File: config.mk
export PLATFORM = sky130hd
export DESIGN_NAME = sequential_halving_visit_schedule_unit_flat
export DESIGN_NICKNAME = d
export VERILOG_FILES = /design/src/hdl/shvs_pkg.sv /design/src/hdl/shvs_if.sv /design/src/hdl/shvs_divider.sv /design/src/hdl/shvs_datapath.sv /design/src/hdl/shvs_ctrl.sv /design/src/hdl/sequential_halving_visit_schedule_unit.sv /design/src/flat_wrapper.sv
export SDC_FILE = /design/constraint.sdc
export NUM_CORES = 1
export LEC_CHECK = 0
export BUFFER_PORTS_ARGS = -buffer_cell sky130_fd_sc_hd__buf_2
export CAP_MARGIN = 20
export CORE_MARGIN = 10
export CORE_UTILIZATION = 35
export DETAILED_ROUTE_END_ITERATION = 10
export REMOVE_ABC_BUFFERS = 1
export SETUP_SLACK_MARGIN = 0.2
export SLEW_MARGIN = 20
export SYNTH_ARGS = -nofsm -noshare
export SYNTH_HDL_FRONTEND = slang
export SYNTH_SLANG_ARGS = --single-unit
File: constraint.sdc
create_clock -name clock -period 10.5 [get_ports clock]
set_input_delay 1.05 -clock clock [delete_from_list [all_inputs] [get_ports clock]]
set_output_delay 1.05 -clock clock [all_outputs]
set_load 0.05 [all_outputs]
File: src/hdl/shvs_pkg.sv
// shared types and constants for the sequential-halving visit schedule unit
// no dependencies; used by every other file of the block except shvs_divider
package shvs_pkg;

   localparam int VISIT_W     = 12;
   localparam int CFG_LIMIT_W = 7;
   localparam int CFG_SIMS_W  = 13;
   localparam int CSR_INDEX_W = 2;
   localparam int CSR_DATA_W  = 13;

   localparam int DEF_MAX_CONSIDERED  = 64;
   localparam int DEF_MAX_SIMULATIONS = 4096;

   localparam logic [CSR_INDEX_W-1:0] REG_CONSIDERED_LIMIT = 2'd0;
   localparam logic [CSR_INDEX_W-1:0] REG_SIMULATION_COUNT = 2'd1;
   localparam logic [CSR_INDEX_W-1:0] NUM_REGS             = 2'd2;

   localparam logic [CFG_LIMIT_W-1:0] CFG_LIMIT_RESET = 7'd4;
   localparam logic [CFG_SIMS_W-1:0]  CFG_SIMS_RESET  = 13'd800;

   typedef enum logic [2:0] {
      ST_LOAD,
      ST_START_DIV,
      ST_START_WAIT,
      ST_IDLE,
      ST_LEVEL_DIV,
      ST_LEVEL_WAIT
   } state_type;

   typedef struct packed {
      logic cfg_write;
      logic load_start;
      logic div_start;
      logic save_start;
      logic step;
   } cmd_type;

   typedef struct packed {
      logic div_done;
      logic level_change;
      logic csr_hit;
   } status_type;

endpackage

File: src/hdl/shvs_if.sv
// channel interfaces: request, response and register write
// depends on shvs_pkg for payload widths
interface shvs_req_if;
   logic valid;
   logic ready;
   logic restart;
   modport source (output valid, output restart, input ready);
   modport sink (input valid, input restart, output ready);
endinterface

interface shvs_rsp_if;
   logic                          valid;
   logic                          ready;
   logic [shvs_pkg::VISIT_W-1:0]  visit_value;
   logic                          last;
   modport source (output valid, output visit_value, output last, input ready);
   modport sink (input valid, input visit_value, input last, output ready);
endinterface

interface shvs_csr_if;
   logic                             valid;
   logic                             ready;
   logic [shvs_pkg::CSR_INDEX_W-1:0] index;
   logic [shvs_pkg::CSR_DATA_W-1:0]  data;
   modport source (output valid, output index, output data, input ready);
   modport sink (input valid, input index, input data, output ready);
endinterface

File: src/hdl/shvs_divider.sv
// iterative restoring divider, one quotient bit per cycle
// no package dependencies
module shvs_divider #(
   parameter int DIVIDEND_W = 13,
   parameter int DIVISOR_W  = 10
) (
   input  logic                  clock,
   input  logic                  reset,
   input  logic                  start,
   input  logic [DIVIDEND_W-1:0] dividend,
   input  logic [DIVISOR_W-1:0]  divisor,
   output logic                  done,
   output logic [DIVIDEND_W-1:0] quotient
);

   localparam int CNT_W = $clog2(DIVIDEND_W + 1);

   logic                  busy_ff, busy_in;
   logic                  done_ff, done_in;
   logic [CNT_W-1:0]      cnt_ff, cnt_in;
   logic [DIVISOR_W-1:0]  rem_ff, rem_in;
   logic [DIVISOR_W-1:0]  dsr_ff, dsr_in;
   logic [DIVIDEND_W-1:0] quo_ff, quo_in;
   logic [DIVISOR_W:0]    shifted;
   logic [DIVISOR_W:0]    diff;
   logic                  ge;

   always_comb begin
      shifted = {rem_ff, quo_ff[DIVIDEND_W-1]};
      diff    = shifted - {1'b0, dsr_ff};
      ge      = shifted >= {1'b0, dsr_ff};
      busy_in = busy_ff;
      done_in = 1'b0;
      cnt_in  = cnt_ff;
      rem_in  = rem_ff;
      dsr_in  = dsr_ff;
      quo_in  = quo_ff;
      if (start) begin
         busy_in = 1'b1;
         cnt_in  = CNT_W'(DIVIDEND_W);
         rem_in  = '0;
         dsr_in  = divisor;
         quo_in  = dividend;
      end else if (busy_ff) begin
         rem_in = ge ? diff[DIVISOR_W-1:0] : shifted[DIVISOR_W-1:0];
         quo_in = {quo_ff[DIVIDEND_W-2:0], ge};
         cnt_in = cnt_ff - 1'b1;
         if (cnt_ff == CNT_W'(1)) begin
            busy_in = 1'b0;
            done_in = 1'b1;
         end
      end
   end

   always_ff @(posedge clock) begin
      if (reset) begin
         busy_ff <= 1'b0;
         done_ff <= 1'b0;
         cnt_ff  <= '0;
      end else begin
         busy_ff <= busy_in;
         done_ff <= done_in;
         cnt_ff  <= cnt_in;
      end
   end

   always_ff @(posedge clock) begin
      rem_ff <= rem_in;
      dsr_ff <= dsr_in;
      quo_ff <= quo_in;
   end

   assign done     = done_ff;
   assign quotient = quo_ff;

endmodule

File: src/hdl/shvs_datapath.sv
// schedule counters, register file, output register and repeat-count divider
// depends on shvs_pkg and shvs_divider
module shvs_datapath #(
   parameter int MAX_CONSIDERED  = shvs_pkg::DEF_MAX_CONSIDERED,
   parameter int MAX_SIMULATIONS = shvs_pkg::DEF_MAX_SIMULATIONS
) (
   input  logic                             clock,
   input  logic                             reset,
   input  shvs_pkg::cmd_type                cmd,
   output shvs_pkg::status_type             status,
   input  logic                             req_restart,
   input  logic [shvs_pkg::CSR_INDEX_W-1:0] csr_index,
   input  logic [shvs_pkg::CSR_DATA_W-1:0]  csr_data,
   output logic [shvs_pkg::VISIT_W-1:0]     visit_value,
   output logic                             last
);

   localparam int LIM_W  = $clog2(MAX_CONSIDERED + 1);
   localparam int SIM_W  = $clog2(MAX_SIMULATIONS + 1);
   localparam int LOG_W  = $clog2(LIM_W + 1);
   localparam int DIV_W  = LOG_W + LIM_W;
   localparam int LCMP_W = LIM_W > shvs_pkg::CFG_LIMIT_W ? LIM_W : shvs_pkg::CFG_LIMIT_W;
   localparam int SCMP_W = SIM_W > shvs_pkg::CFG_SIMS_W ? SIM_W : shvs_pkg::CFG_SIMS_W;
   localparam logic [LIM_W-1:0] NOW_FLOOR = LIM_W'(2);

   logic [shvs_pkg::CFG_LIMIT_W-1:0] cfg_limit_ff;
   logic [shvs_pkg::CFG_SIMS_W-1:0]  cfg_sims_ff;

   logic [LIM_W-1:0] lim_ff, now_ff, group_ff;
   logic [LOG_W-1:0] ceil_ff;
   logic [SIM_W-1:0] sims_ff, start_rep_ff, reps_ff, rep_pos_ff, level_ff, emitted_ff;
   logic [shvs_pkg::VISIT_W-1:0] visit_ff;
   logic                         last_ff;

   logic [LCMP_W-1:0] lim_wide;
   logic [SCMP_W-1:0] sims_wide;
   logic [LIM_W-1:0]  eff_lim;
   logic [SIM_W-1:0]  eff_sims;
   logic [LOG_W-1:0]  ceil_log2;

   logic [LIM_W-1:0] cur_now, cur_group, n_now, n_group, g1, half_now;
   logic [SIM_W-1:0] cur_reps, cur_rep, cur_level, cur_emitted;
   logic [SIM_W-1:0] n_rep, n_level, n_emitted, r1, value;
   logic             level_chg, step_last;

   logic [DIV_W-1:0] divisor;
   logic [SIM_W-1:0] quotient, q_fix;
   logic             div_done;

   // register file
   always_ff @(posedge clock) begin
      if (reset) begin
         cfg_limit_ff <= shvs_pkg::CFG_LIMIT_RESET;
         cfg_sims_ff  <= shvs_pkg::CFG_SIMS_RESET;
      end else if (cmd.cfg_write) begin
         case (csr_index)
            shvs_pkg::REG_CONSIDERED_LIMIT: cfg_limit_ff <= csr_data[shvs_pkg::CFG_LIMIT_W-1:0];
            shvs_pkg::REG_SIMULATION_COUNT: cfg_sims_ff  <= csr_data;
            default: ;
         endcase
      end
   end

   // clamping and ceil log2 of the effective limit
   always_comb begin
      lim_wide  = LCMP_W'(cfg_limit_ff);
      sims_wide = SCMP_W'(cfg_sims_ff);
      eff_lim   = (lim_wide > LCMP_W'(MAX_CONSIDERED)) ? LIM_W'(MAX_CONSIDERED)
                                                       : LIM_W'(lim_wide);
      if (sims_wide == '0)
         eff_sims = SIM_W'(1);
      else if (sims_wide > SCMP_W'(MAX_SIMULATIONS))
         eff_sims = SIM_W'(MAX_SIMULATIONS);
      else
         eff_sims = SIM_W'(sims_wide);
      ceil_log2 = '0;
      for (int j = 0; j < LIM_W; j++) begin
         if ((LIM_W'(1) << j) < eff_lim)
            ceil_log2 = ceil_log2 + 1'b1;
      end
   end

   // one schedule step, starting over first when restart is set
   always_comb begin
      cur_now     = req_restart ? lim_ff       : now_ff;
      cur_group   = req_restart ? '0           : group_ff;
      cur_reps    = req_restart ? start_rep_ff : reps_ff;
      cur_rep     = req_restart ? '0           : rep_pos_ff;
      cur_level   = req_restart ? '0           : level_ff;
      cur_emitted = req_restart ? '0           : emitted_ff;
      n_now     = cur_now;
      n_group   = cur_group;
      n_rep     = cur_rep;
      n_level   = cur_level;
      level_chg = 1'b0;
      g1        = cur_group + 1'b1;
      r1        = cur_rep + 1'b1;
      half_now  = cur_now >> 1;
      if (lim_ff <= LIM_W'(1)) begin
         value = cur_emitted;
      end else begin
         value = cur_level;
         if (g1 >= cur_now) begin
            n_group = '0;
            n_level = cur_level + 1'b1;
            if (r1 >= cur_reps) begin
               n_rep     = '0;
               n_now     = (half_now < NOW_FLOOR) ? NOW_FLOOR : half_now;
               level_chg = 1'b1;
            end else begin
               n_rep = r1;
            end
         end else begin
            n_group = g1;
         end
      end
      n_emitted = cur_emitted + 1'b1;
      step_last = n_emitted >= sims_ff;
   end

   assign divisor = DIV_W'(ceil_ff) * DIV_W'(now_ff);
   // a zero quotient counts as one repeat
   assign q_fix   = (quotient == '0) ? SIM_W'(1) : quotient;

   shvs_divider #(
      .DIVIDEND_W (SIM_W),
      .DIVISOR_W  (DIV_W)
   ) u_divider (
      .clock    (clock),
      .reset    (reset),
      .start    (cmd.div_start),
      .dividend (sims_ff),
      .divisor  (divisor),
      .done     (div_done),
      .quotient (quotient)
   );

   always_ff @(posedge clock) begin
      if (cmd.load_start) begin
         lim_ff     <= eff_lim;
         ceil_ff    <= ceil_log2;
         sims_ff    <= eff_sims;
         now_ff     <= eff_lim;
         group_ff   <= '0;
         rep_pos_ff <= '0;
         level_ff   <= '0;
         emitted_ff <= '0;
      end else if (cmd.step) begin
         visit_ff <= shvs_pkg::VISIT_W'(value);
         last_ff  <= step_last;
         if (step_last) begin
            now_ff     <= lim_ff;
            reps_ff    <= start_rep_ff;
            group_ff   <= '0;
            rep_pos_ff <= '0;
            level_ff   <= '0;
            emitted_ff <= '0;
         end else begin
            now_ff     <= n_now;
            reps_ff    <= cur_reps;
            group_ff   <= n_group;
            rep_pos_ff <= n_rep;
            level_ff   <= n_level;
            emitted_ff <= n_emitted;
         end
      end else if (div_done) begin
         reps_ff <= q_fix;
         if (cmd.save_start)
            start_rep_ff <= q_fix;
      end
   end

   always_comb begin
      status.div_done     = div_done;
      status.level_change = level_chg && !step_last;
      status.csr_hit      = csr_index < shvs_pkg::NUM_REGS;
   end

   assign visit_value = visit_ff;
   assign last        = last_ff;

endmodule

File: src/hdl/shvs_ctrl.sv
// controller state machine: start-up divide, request handshake, level-change divide
// depends on shvs_pkg
module shvs_ctrl (
   input  logic                 clock,
   input  logic                 reset,
   input  logic                 req_valid,
   output logic                 req_ready,
   output logic                 rsp_valid,
   input  logic                 rsp_ready,
   input  logic                 csr_valid,
   output logic                 csr_ready,
   input  shvs_pkg::status_type status,
   output shvs_pkg::cmd_type    cmd
);

   shvs_pkg::state_type state_ff, state_in;
   logic                rsp_valid_ff, rsp_valid_in;
   logic                accept;

   always_ff @(posedge clock) begin
      if (reset) begin
         state_ff     <= shvs_pkg::ST_LOAD;
         rsp_valid_ff <= 1'b0;
      end else begin
         state_ff     <= state_in;
         rsp_valid_ff <= rsp_valid_in;
      end
   end

   always_comb begin
      state_in  = state_ff;
      cmd       = '0;
      req_ready = 1'b0;
      csr_ready = 1'b0;
      accept    = 1'b0;
      case (state_ff)
         shvs_pkg::ST_LOAD: begin
            cmd.load_start = 1'b1;
            state_in       = shvs_pkg::ST_START_DIV;
         end
         shvs_pkg::ST_START_DIV: begin
            cmd.div_start = 1'b1;
            state_in      = shvs_pkg::ST_START_WAIT;
         end
         shvs_pkg::ST_START_WAIT: begin
            cmd.save_start = 1'b1;
            if (status.div_done)
               state_in = shvs_pkg::ST_IDLE;
         end
         shvs_pkg::ST_IDLE: begin
            csr_ready     = 1'b1;
            req_ready     = !csr_valid && (!rsp_valid_ff || rsp_ready);
            accept        = req_valid && req_ready;
            cmd.cfg_write = csr_valid;
            cmd.step      = accept;
            if (csr_valid && status.csr_hit)
               state_in = shvs_pkg::ST_LOAD;
            else if (accept && status.level_change)
               state_in = shvs_pkg::ST_LEVEL_DIV;
         end
         shvs_pkg::ST_LEVEL_DIV: begin
            cmd.div_start = 1'b1;
            state_in      = shvs_pkg::ST_LEVEL_WAIT;
         end
         shvs_pkg::ST_LEVEL_WAIT: begin
            if (status.div_done)
               state_in = shvs_pkg::ST_IDLE;
         end
         default: state_in = shvs_pkg::ST_LOAD;
      endcase
      // output register frees as soon as the beat is taken
      if (accept)
         rsp_valid_in = 1'b1;
      else if (rsp_ready)
         rsp_valid_in = 1'b0;
      else
         rsp_valid_in = rsp_valid_ff;
   end

   assign rsp_valid = rsp_valid_ff;

   a_done_in_wait: assert property (@(posedge clock) disable iff (reset)
      status.div_done |-> (state_ff == shvs_pkg::ST_START_WAIT ||
                           state_ff == shvs_pkg::ST_LEVEL_WAIT))
      else $error("divider finished outside a wait state");

   a_level_divide: assert property (@(posedge clock) disable iff (reset)
      (state_ff == shvs_pkg::ST_IDLE && accept && status.level_change && !csr_valid)
      |=> state_ff == shvs_pkg::ST_LEVEL_DIV)
      else $error("level change did not start a divide");

   a_cfg_restart: assert property (@(posedge clock) disable iff (reset)
      (csr_valid && csr_ready && status.csr_hit) |=> state_ff == shvs_pkg::ST_LOAD)
      else $error("register write did not restart the schedule");

   a_no_req_while_busy: assert property (@(posedge clock) disable iff (reset)
      (state_ff != shvs_pkg::ST_IDLE) |-> (!req_ready && !csr_ready))
      else $error("handshake open while a divide is running");

endmodule

File: src/hdl/sequential_halving_visit_schedule_unit.sv
// sequential-halving visit schedule unit: one result beat per request beat
// result: registered and offered in the cycle after the request is taken
// throughput: one request per cycle within a level while the response side takes each beat and no
// register write is pending; a level change costs the repeat-count divide, one quotient bit a cycle
// reset and every write to a defined register restart the schedule: load plus divide before the
// first request is taken; synchronous active-high reset
module sequential_halving_visit_schedule_unit #(
   parameter int MAX_CONSIDERED  = shvs_pkg::DEF_MAX_CONSIDERED,
   parameter int MAX_SIMULATIONS = shvs_pkg::DEF_MAX_SIMULATIONS
) (
   input logic          clock,
   input logic          reset,
   shvs_req_if.sink     req_if,
   shvs_rsp_if.source   rsp_if,
   shvs_csr_if.sink     csr_if
);

   shvs_pkg::cmd_type    cmd;
   shvs_pkg::status_type status;

   shvs_ctrl u_ctrl (
      .clock     (clock),
      .reset     (reset),
      .req_valid (req_if.valid),
      .req_ready (req_if.ready),
      .rsp_valid (rsp_if.valid),
      .rsp_ready (rsp_if.ready),
      .csr_valid (csr_if.valid),
      .csr_ready (csr_if.ready),
      .status    (status),
      .cmd       (cmd)
   );

   shvs_datapath #(
      .MAX_CONSIDERED  (MAX_CONSIDERED),
      .MAX_SIMULATIONS (MAX_SIMULATIONS)
   ) u_datapath (
      .clock       (clock),
      .reset       (reset),
      .cmd         (cmd),
      .status      (status),
      .req_restart (req_if.restart),
      .csr_index   (csr_if.index),
      .csr_data    (csr_if.data),
      .visit_value (rsp_if.visit_value),
      .last        (rsp_if.last)
   );

endmodule
File: src/flat_wrapper.sv
// flat-port wrapper written by rule: the top's interface ports become plain ports
module sequential_halving_visit_schedule_unit_flat 
#(
   parameter int MAX_CONSIDERED  = shvs_pkg::DEF_MAX_CONSIDERED,
   parameter int MAX_SIMULATIONS = shvs_pkg::DEF_MAX_SIMULATIONS
)
  (clock, reset, req_if_valid, req_if_restart, req_if_ready, rsp_if_valid, rsp_if_visit_value, rsp_if_last, rsp_if_ready, csr_if_valid, csr_if_index, csr_if_data, csr_if_ready);
  shvs_req_if req_if_i ();
  shvs_rsp_if rsp_if_i ();
  shvs_csr_if csr_if_i ();
  input logic clock;
  input logic reset;
  input wire logic [$bits(req_if_i.valid)-1:0] req_if_valid;
  input wire logic [$bits(req_if_i.restart)-1:0] req_if_restart;
  output wire logic [$bits(req_if_i.ready)-1:0] req_if_ready;
  output wire logic [$bits(rsp_if_i.valid)-1:0] rsp_if_valid;
  output wire logic [$bits(rsp_if_i.visit_value)-1:0] rsp_if_visit_value;
  output wire logic [$bits(rsp_if_i.last)-1:0] rsp_if_last;
  input wire logic [$bits(rsp_if_i.ready)-1:0] rsp_if_ready;
  input wire logic [$bits(csr_if_i.valid)-1:0] csr_if_valid;
  input wire logic [$bits(csr_if_i.index)-1:0] csr_if_index;
  input wire logic [$bits(csr_if_i.data)-1:0] csr_if_data;
  output wire logic [$bits(csr_if_i.ready)-1:0] csr_if_ready;
  assign req_if_i.valid = req_if_valid;
  assign req_if_i.restart = req_if_restart;
  assign req_if_ready = req_if_i.ready;
  assign rsp_if_valid = rsp_if_i.valid;
  assign rsp_if_visit_value = rsp_if_i.visit_value;
  assign rsp_if_last = rsp_if_i.last;
  assign rsp_if_i.ready = rsp_if_ready;
  assign csr_if_i.valid = csr_if_valid;
  assign csr_if_i.index = csr_if_index;
  assign csr_if_i.data = csr_if_data;
  assign csr_if_ready = csr_if_i.ready;
  sequential_halving_visit_schedule_unit #(.MAX_CONSIDERED(MAX_CONSIDERED), .MAX_SIMULATIONS(MAX_SIMULATIONS)) u_core (.clock(clock), .reset(reset), .req_if(req_if_i), .rsp_if(rsp_if_i), .csr_if(csr_if_i));
endmodule
## After elaboration in Yosys (flattened, before gate mapping)

Cells that the tools add are included.

| word-level totals | value |
|---|---|
| flip-flop bits (word level) | 178 |
| bits of input ports | 21 |
| output and inout port bits | 16 |
| word-level logic and storage cells | 156 |

| cells by class | value |
|---|---|
| add/subtract/negate cells | 12 |
| multipliers | 1 |
| order comparisons | 16 |
| eq/ne operators | 9 |
| multiplexer cells | 63 |
| bitwise operators | 3 |
| reductions and logical operators | 28 |

Operator list:

| cell | count |
|---|---|
| 13-bit two-way mux | 19 |
| 7-bit two-way mux | 12 |
| 13-bit by 1-bit adder with 13-bit output (second input constant) | 3 |
| 3-bit two-way mux | 9 |
| 13-bit >= comparator | 2 |
| 13-bit logical NOT | 2 |
| 3-bit by 1-bit adder with 3-bit output (second input constant) | 6 |
| 1-bit two-way mux | 17 |
| 3-bit case mux with 5 select lines | 1 |
| 13-bit greater-than comparator (second input constant) | 1 |
| 12-bit two-way mux | 1 |
| 11-bit by 10-bit >= comparator with 1-bit output | 1 |
| 3-bit by 7-bit multiplier with 10-bit output | 1 |
| 10-bit two-way mux | 1 |
| 2-bit AND reduction | 5 |
| 10-bit subtractor | 1 |
| 4-bit two-way mux | 2 |
| 2-bit nonzero test | 4 |
| 2-bit OR reduction | 4 |
| 7-bit by 1-bit adder with 7-bit output (second input constant) | 1 |
| 7-bit >= comparator | 1 |
| 7-bit greater-than comparator (second input constant) | 1 |
| 7-bit by 1-bit less-or-equal comparator with 1-bit output (second input constant) | 1 |
| 1-bit by 7-bit < comparator with 1-bit output (first input constant) | 1 |
| other kinds (25) | 35 |

## Depth between registers and ports, before layout

| logic depth | value |
|---|---|
| word-level depth | 16 |
| gate-level depth with buffers | 19 |
| depth with buffers taken out | 15 |

## Hierarchy

From an unflattened synthesis, not the netlist that was laid out.

| second synthesis, totals | value |
|---|---|
| cells, all modules | 1091 |
| area, all modules | 10588.9 um^2 |

By module, submodules not included:

| module | instances | cells an instance | area an instance (um^2) | sequential area each (um^2) |
|---|---|---|---|---|
| shvs_datapath | 1 | 869 | 8210.4 | 3373.2 |
| shvs_divider | 1 | 184 | 2059.5 | 1011.0 |
| shvs_ctrl | 1 | 38 | 319.1 | 80.1 |

## Least setup slack after synthesis

OpenSTA, ideal clock, no wires.

| path | value |
|---|---|
| path type | in2reg |
| start | input port req_if_restart |
| end | register u_core.u_datapath.now_ff[1], data pin |
| library setup time | 0.275 ns |
| arrival | 4.532 ns |
| data required time | 10.225 ns |
| slack | 5.693 ns |
| stages on the path | 18 |
| buffers on the path | 4 |
| path through | buf_2 -> buf_1 -> buf_2 -> nor2b_1 -> ha_1 -> and3b_1 -> and2_1 -> and3_1 -> xnor2_1 -> nor2_1 -> ha_1 -> nand3_1 -> or3_1 -> nor3_2 -> o211ai_1 -> buf_2 -> mux2i_1 -> o221ai_1 |

| on the way | value |
|---|---|
| word-level cells in the longest chain between the ends | 9 |
| elaborated cells between the ends (all ways) | 19 |
| those cells by class | 3 x add/sub; 4 x order compare; 12 x mux |

RTL lines:

| item | RTL line | RTL |
|---|---|---|
| from (decl) | flat_wrapper.sv:14 | `input wire logic [$bits(req_if_i.restart)-1:0] req_if_restart;` |
| 13-bit two-way mux / 7-bit two-way mux (equally long branches) | shvs_datapath.sv:88, shvs_datapath.sv:85 |  |
| 13-bit by 1-bit adder with 13-bit output / 6-bit by 2-bit < comparator with 1-bit output (equally long branches) | shvs_datapath.sv:97, shvs_datapath.sv:108 |  |
| 13-bit >= comparator / 6-bit two-way mux (equally long branches) | shvs_datapath.sv:106, shvs_datapath.sv:108 |  |
| 7-bit two-way mux | shvs_datapath.sv:106 | `if (r1 >= cur_reps) begin` |
| 7-bit two-way mux | shvs_datapath.sv:103 | `if (g1 >= cur_now) begin` |
| 7-bit two-way mux | shvs_datapath.sv:99 | `if (lim_ff <= LIM_W'(1)) begin` |
| 7-bit two-way mux * | shvs_datapath.sv:151 | `if (step_last) begin` |
| 7-bit two-way mux * | shvs_datapath.sv:148 | `end else if (cmd.step) begin` |
| 7-bit two-way mux * | shvs_datapath.sv:139 | `if (cmd.load_start) begin` |
| to (signal assigned) | shvs_datapath.sv:143 | `now_ff <= eff_lim;` |
| to (signal assigned) | shvs_datapath.sv:152 | `now_ff <= lim_ff;` |
| to (signal assigned) | shvs_datapath.sv:159 | `now_ff <= n_now;` |
| to (decl) | shvs_datapath.sv:29 | `logic [LIM_W-1:0] lim_ff, now_ff, group_ff;` |

Mark *: on every way between the ends. The rest lies on a longest branch, timed or not. The select of a mux whose other input is x is not followed.
A chain may end at the register's enable or synchronous reset.

## Final worst setup path

| path | value |
|---|---|
| start | input port req_if_restart |
| end | register u_core.u_datapath.level_ff[1] |

| on the way | value |
|---|---|
| word-level cells in the longest chain between the ends | 6 |
| elaborated cells between the ends (all ways) | 12 |
| those cells by class | 3 x add/sub; 2 x order compare; 7 x mux |

RTL lines:

| item | RTL line | RTL |
|---|---|---|
| parallel branches: the longest is 5 deep, another holds 13-bit by 1-bit adder with 13-bit output | n/a |  |
| 13-bit two-way mux * | shvs_datapath.sv:151 |  |
| to (signal assigned) | shvs_datapath.sv:163 | `level_ff <= n_level;` |
| to (decl) | shvs_datapath.sv:31 | `logic [SIM_W-1:0] sims_ff, start_rep_ff, reps_ff, rep_pos_ff, level_ff, emitted_ff;` |

Every way passes the cells marked *.

==> flow_metrics.py <==
metrics = {
    "pwr": {
        "p_clk_share_pct": 32.1,
        "p_comb_share_pct": 25.9,
        "p_leak_nw": 4.800,
        "swShare_pct": 33.91,
        "ir_worst_vdd_uv": 118.4,
        "p_int_mw": 1.388,
        "powerDensity_nw_per_um2": 181.2,
        "seqPwrFrac_pct": 42.0,
        "power.switching_mw": 0.7121,
    },
    "logic_synthesis": {
        "synth_top_area_share_pct": 26.51,
        "syn_inst": 1088,
        "ys_async_sr_fraction_pct": 0,
        "seq_area_frac_synth_pct": 42.84,
        "ys_types": 79,
        "ys_ff_latch": 177,
        "synth-main-ff-cell": "edfxtp_1",
        "synth-edff-count": 92,
        "syn_area_per_cell_sq_um": 9.577,
        "synthTopCellsByArea": "edfxtp_1 (27%), dfxtp_1 (16%), ha_1 (7.4%)",
        "synth_warnings": 0,
        "synth_top_area_cell": "edfxtp_1",
        "synthesis.area_sq_um": 10420,
    },
    "setup_path": {
        "r2r-end": "u_core.u_ctrl.state_ff[0]",
        "crit_path_frequent_cell": "nor2_1",
        "r2r_cells": 15,
        "path_cells": "buf_2 -> buf_4 -> buf_4 -> nor2b_1 -> ha_1 -> nand3_1 -> nor2_1 -> xnor2_1 -> nor2_1 -> ha_1 -> and2_1 -> a221o_1 -> a41oi_1 -> nor2_1 -> o21ai_1 -> a22o_1",
        "worstPathMaxFanout": 43,
        "critPathMaxStageDelay_ns": 0.59,
        "start_kind": "input pin",
        "critPathCaptureType": "flop",
        "reg2reg_slack_ns": 6.21,
        "r2r-start": "u_core.u_datapath.emitted_ff[0]",
        "slowest_stage": "a41oi_1",
        "worstSetupPathType": "in2reg",
        "arrival_ns": 5.32,
        "required_ns": 10.89,
    },
    "clock_network": {
        "cts_tree": "yes",
        "path_clk_slew_ns": 0.08,
        "cts-root-buf": "clkbuf_16",
        "cts_buffers": 17,
        "clk_latency_ns": 0.44,
        "cts-resized-gates": 0,
        "htreeDepth": 4,
        "cts_setup_buffers": 0,
        "cts_buffer_depth": 2,
        "cts_hold_buffers": 0,
        "cts.sinks": 177,
    },
    "floorplan": {
        "rows": 63,
        "core_area_sq_um": 29480,
        "die_w_um": 192.5,
        "start_util_pct": 35.35,
        "pin_count": 37,
        "dieArea_sq_um": 37070,
        "die_h_um": 192.5,
    },
    "finish": {
        "most-common-layout-cells": "nand2_1 (100), edfxtp_1 (92), nor2_1 (85), dfxtp_1 (85), inv_1 (74)",
        "layout-drive-gt1-share_pct": 11.24,
        "nFillCells": 2964,
        "final_common_cell": "nand2_1",
        "nets": 1189,
        "num_antenna_cells": 0,
        "syn2layout_area_growth_pct": 11.24,
        "final_core_util_pct": 39.32,
    },
    "sta": {
        "setup_tns_ns": 0,
        "clock.fmax_ghz": 0.2030,
        "slew_headroom_pct": 26.40,
        "finalMaxSlewViolations": 0,
        "fin_skew_ns": 0.01105,
        "layout_worst_path_cycle_share_pct": 46.92,
        "setup_viol": 0,
        "report.final.hold_viol_count": 0,
        "period_minus_slack_ns": 4.927,
        "worst_hold_slack_ns": 0.4764,
        "worstMarginPinSlew_ns": 1.095,
        "rsz0062_at_grt": "false",
    },
    "min_path": {
        "min_to": "u_core.u_datapath.u_divider.rem_ff[9]",
        "hold-path-cell-count": 2,
        "min_path_type": "reg2reg",
        "hold_start": "u_core.u_datapath.u_divider.rem_ff[9]",
    },
    "drt": {
        "viasPerCell": 5.282,
        "ant_nets": 0,
        "dr_total_vias": 7933,
        "totalWireLength_um": 24810,
        "dr.pass1.iters": 5,
        "drc_errors": 0,
        "post_drt_wl_per_cell_um": 16.52,
        "drtIter0Drc": 521,
    },
    "grt": {
        "grt_pass1_vias": 7686,
        "antenna_found_initial": 0,
        "grt_pass1_wl_um": 40810,
        "grt_usage_pct": 13.73,
        "grt_max_degree": 44,
        "overflow": 0,
    },
    "run": {
        "max_cap_viol_count": 0,
    },
    "place": {
        "port_buffers": 36,
        "gp_congestion": 0.8504,
        "dpl.hpwl_um": 17810,
    },
    "outcome": {
        "status": "finished clean",
    },
}
[through the flow]
step	cell area, sq um	total power [mW]	instances	setup slack (ns)
floorplan	10190	1.287	1033	5.528
global placement	10960	1.427	1470	5.203
detailed placement	10960	1.438	1470	5.169
CTS	11590	2.112	1502	5.625
global route	11590	2.228	1502	5.266
finish	11590	2.100	1502	5.573
[cells in the mapped netlist, types with 38 or more instances]
master / number
mux2i_1: 46
clkbuf_1: 39
edfxtp_1: 92
dfxtp_1: 85
nand2_1: 100
o21ai_0: 50
nand3_1: 38
ha_1: 62
a21oi_1: 51
nor2_1: 85
nor2b_1: 39
inv_1: 74
[cell type report]
class	instances	area [sq um]	share of cell area (%)
Clock inverter	15	202.7	1.749
Timing Repair Buffer	47	262.8	2.267
Tap cell	390	488.0	4.210
Sequential cell	177	4464	38.51
Clock buffer	17	425.4	3.670
Multi-Input combinational cell	778	5450	47.02
Inverter	78	297.8	2.569
[worst max-delay path: cells and delay by family]
family	cells	cell delay, ns
AO/OA/AOI/OAI	4	1.61
buffers and inverters	3	0.98
AND/OR/NAND/NOR	6	0.96
adder cells (fa/ha/maj)	2	0.55
XOR/XNOR	1	0.13
[cell families (layout without fill, tap and decap cells)]
| family | count (synthesis) | count (layout) | share of synthesized area (%) |
|---|---|---|---|
| multiplexers | 69 | 69 | 6.904 |
| flip-flops | 177 | 177 | 42.84 |
| AND/OR/NAND/NOR | 367 | 367 | 17.46 |
| XOR/XNOR | 48 | 48 | 4.035 |
| adder cells (fa/ha/maj) | 69 | 69 | 8.790 |
| AO/OA/AOI/OAI | 225 | 225 | 14.91 |
| buffers and inverters | 133 | 157 | 5.055 |
[metal layers]
layer | up-vias | GRT usage (%) | routed length [um] | part of all wire [%]
met1 | 3799 | 18.44 | 11880 | 48
met4 | 0 | 5.635 | 584 | 2.4
met3 | 32 | 1.988 | 887 | 3.6
met5 | - | 0 | 0 | 0
li1 | 3951 | - | - | -
met2 | 151 | 21.72 | 11460 | 46
[power by group through the flow]
stage | Clock (mW) | Combinational (mW) | Sequential (mW)
3_5_place_dp | 0 | 0.541 | 0.897
6_report | 0.674 | 0.544 | 0.882
2_1_floorplan | 0 | 0.407 | 0.880
3_3_place_gp | 0 | 0.532 | 0.895
5_1_grt | 0.717 | 0.619 | 0.891
4_1_cts | 0.685 | 0.546 | 0.881
[flip-flops by register name, summed over array words and instances, names as in the netlist, 7 cells and up]
name	cells
u_core.u_datapath.cfg_sims_ff	13
u_core.u_datapath.emitted_ff	13
u_core.u_datapath.rep_pos_ff	13
u_core.u_datapath.reps_ff	13
u_core.u_datapath.sims_ff	13
u_core.u_datapath.start_rep_ff	13
u_core.u_datapath.u_divider.quotient	13
u_core.u_datapath.level_ff	12
u_core.u_datapath.visit_value	12
u_core.u_datapath.u_divider.dsr_ff	10
u_core.u_datapath.u_divider.rem_ff	10
u_core.u_datapath.cfg_limit_ff	7
u_core.u_datapath.group_ff	7
u_core.u_datapath.lim_ff	7
u_core.u_datapath.now_ff	7
[worst max-delay path by stage]
stage	cells past startpoint	startpoint	to	slack, ns
6_report	16	req_if_restart	u_core.u_datapath.level_ff[1]	5.57
5_1_grt	16	req_if_restart	u_core.u_datapath.level_ff[1]	5.27
4_1_cts	16	req_if_restart	u_core.u_datapath.level_ff[1]	5.62
3_5_place_dp	16	req_if_restart	u_core.u_datapath.rep_pos_ff[0]	5.17
3_3_place_gp	17	req_if_restart	u_core.u_ctrl.state_ff[0]	5.20
2_1_floorplan	14	req_if_restart	u_core.u_datapath.rep_pos_ff[12]	5.53
(Power assumes the default switching activity.)
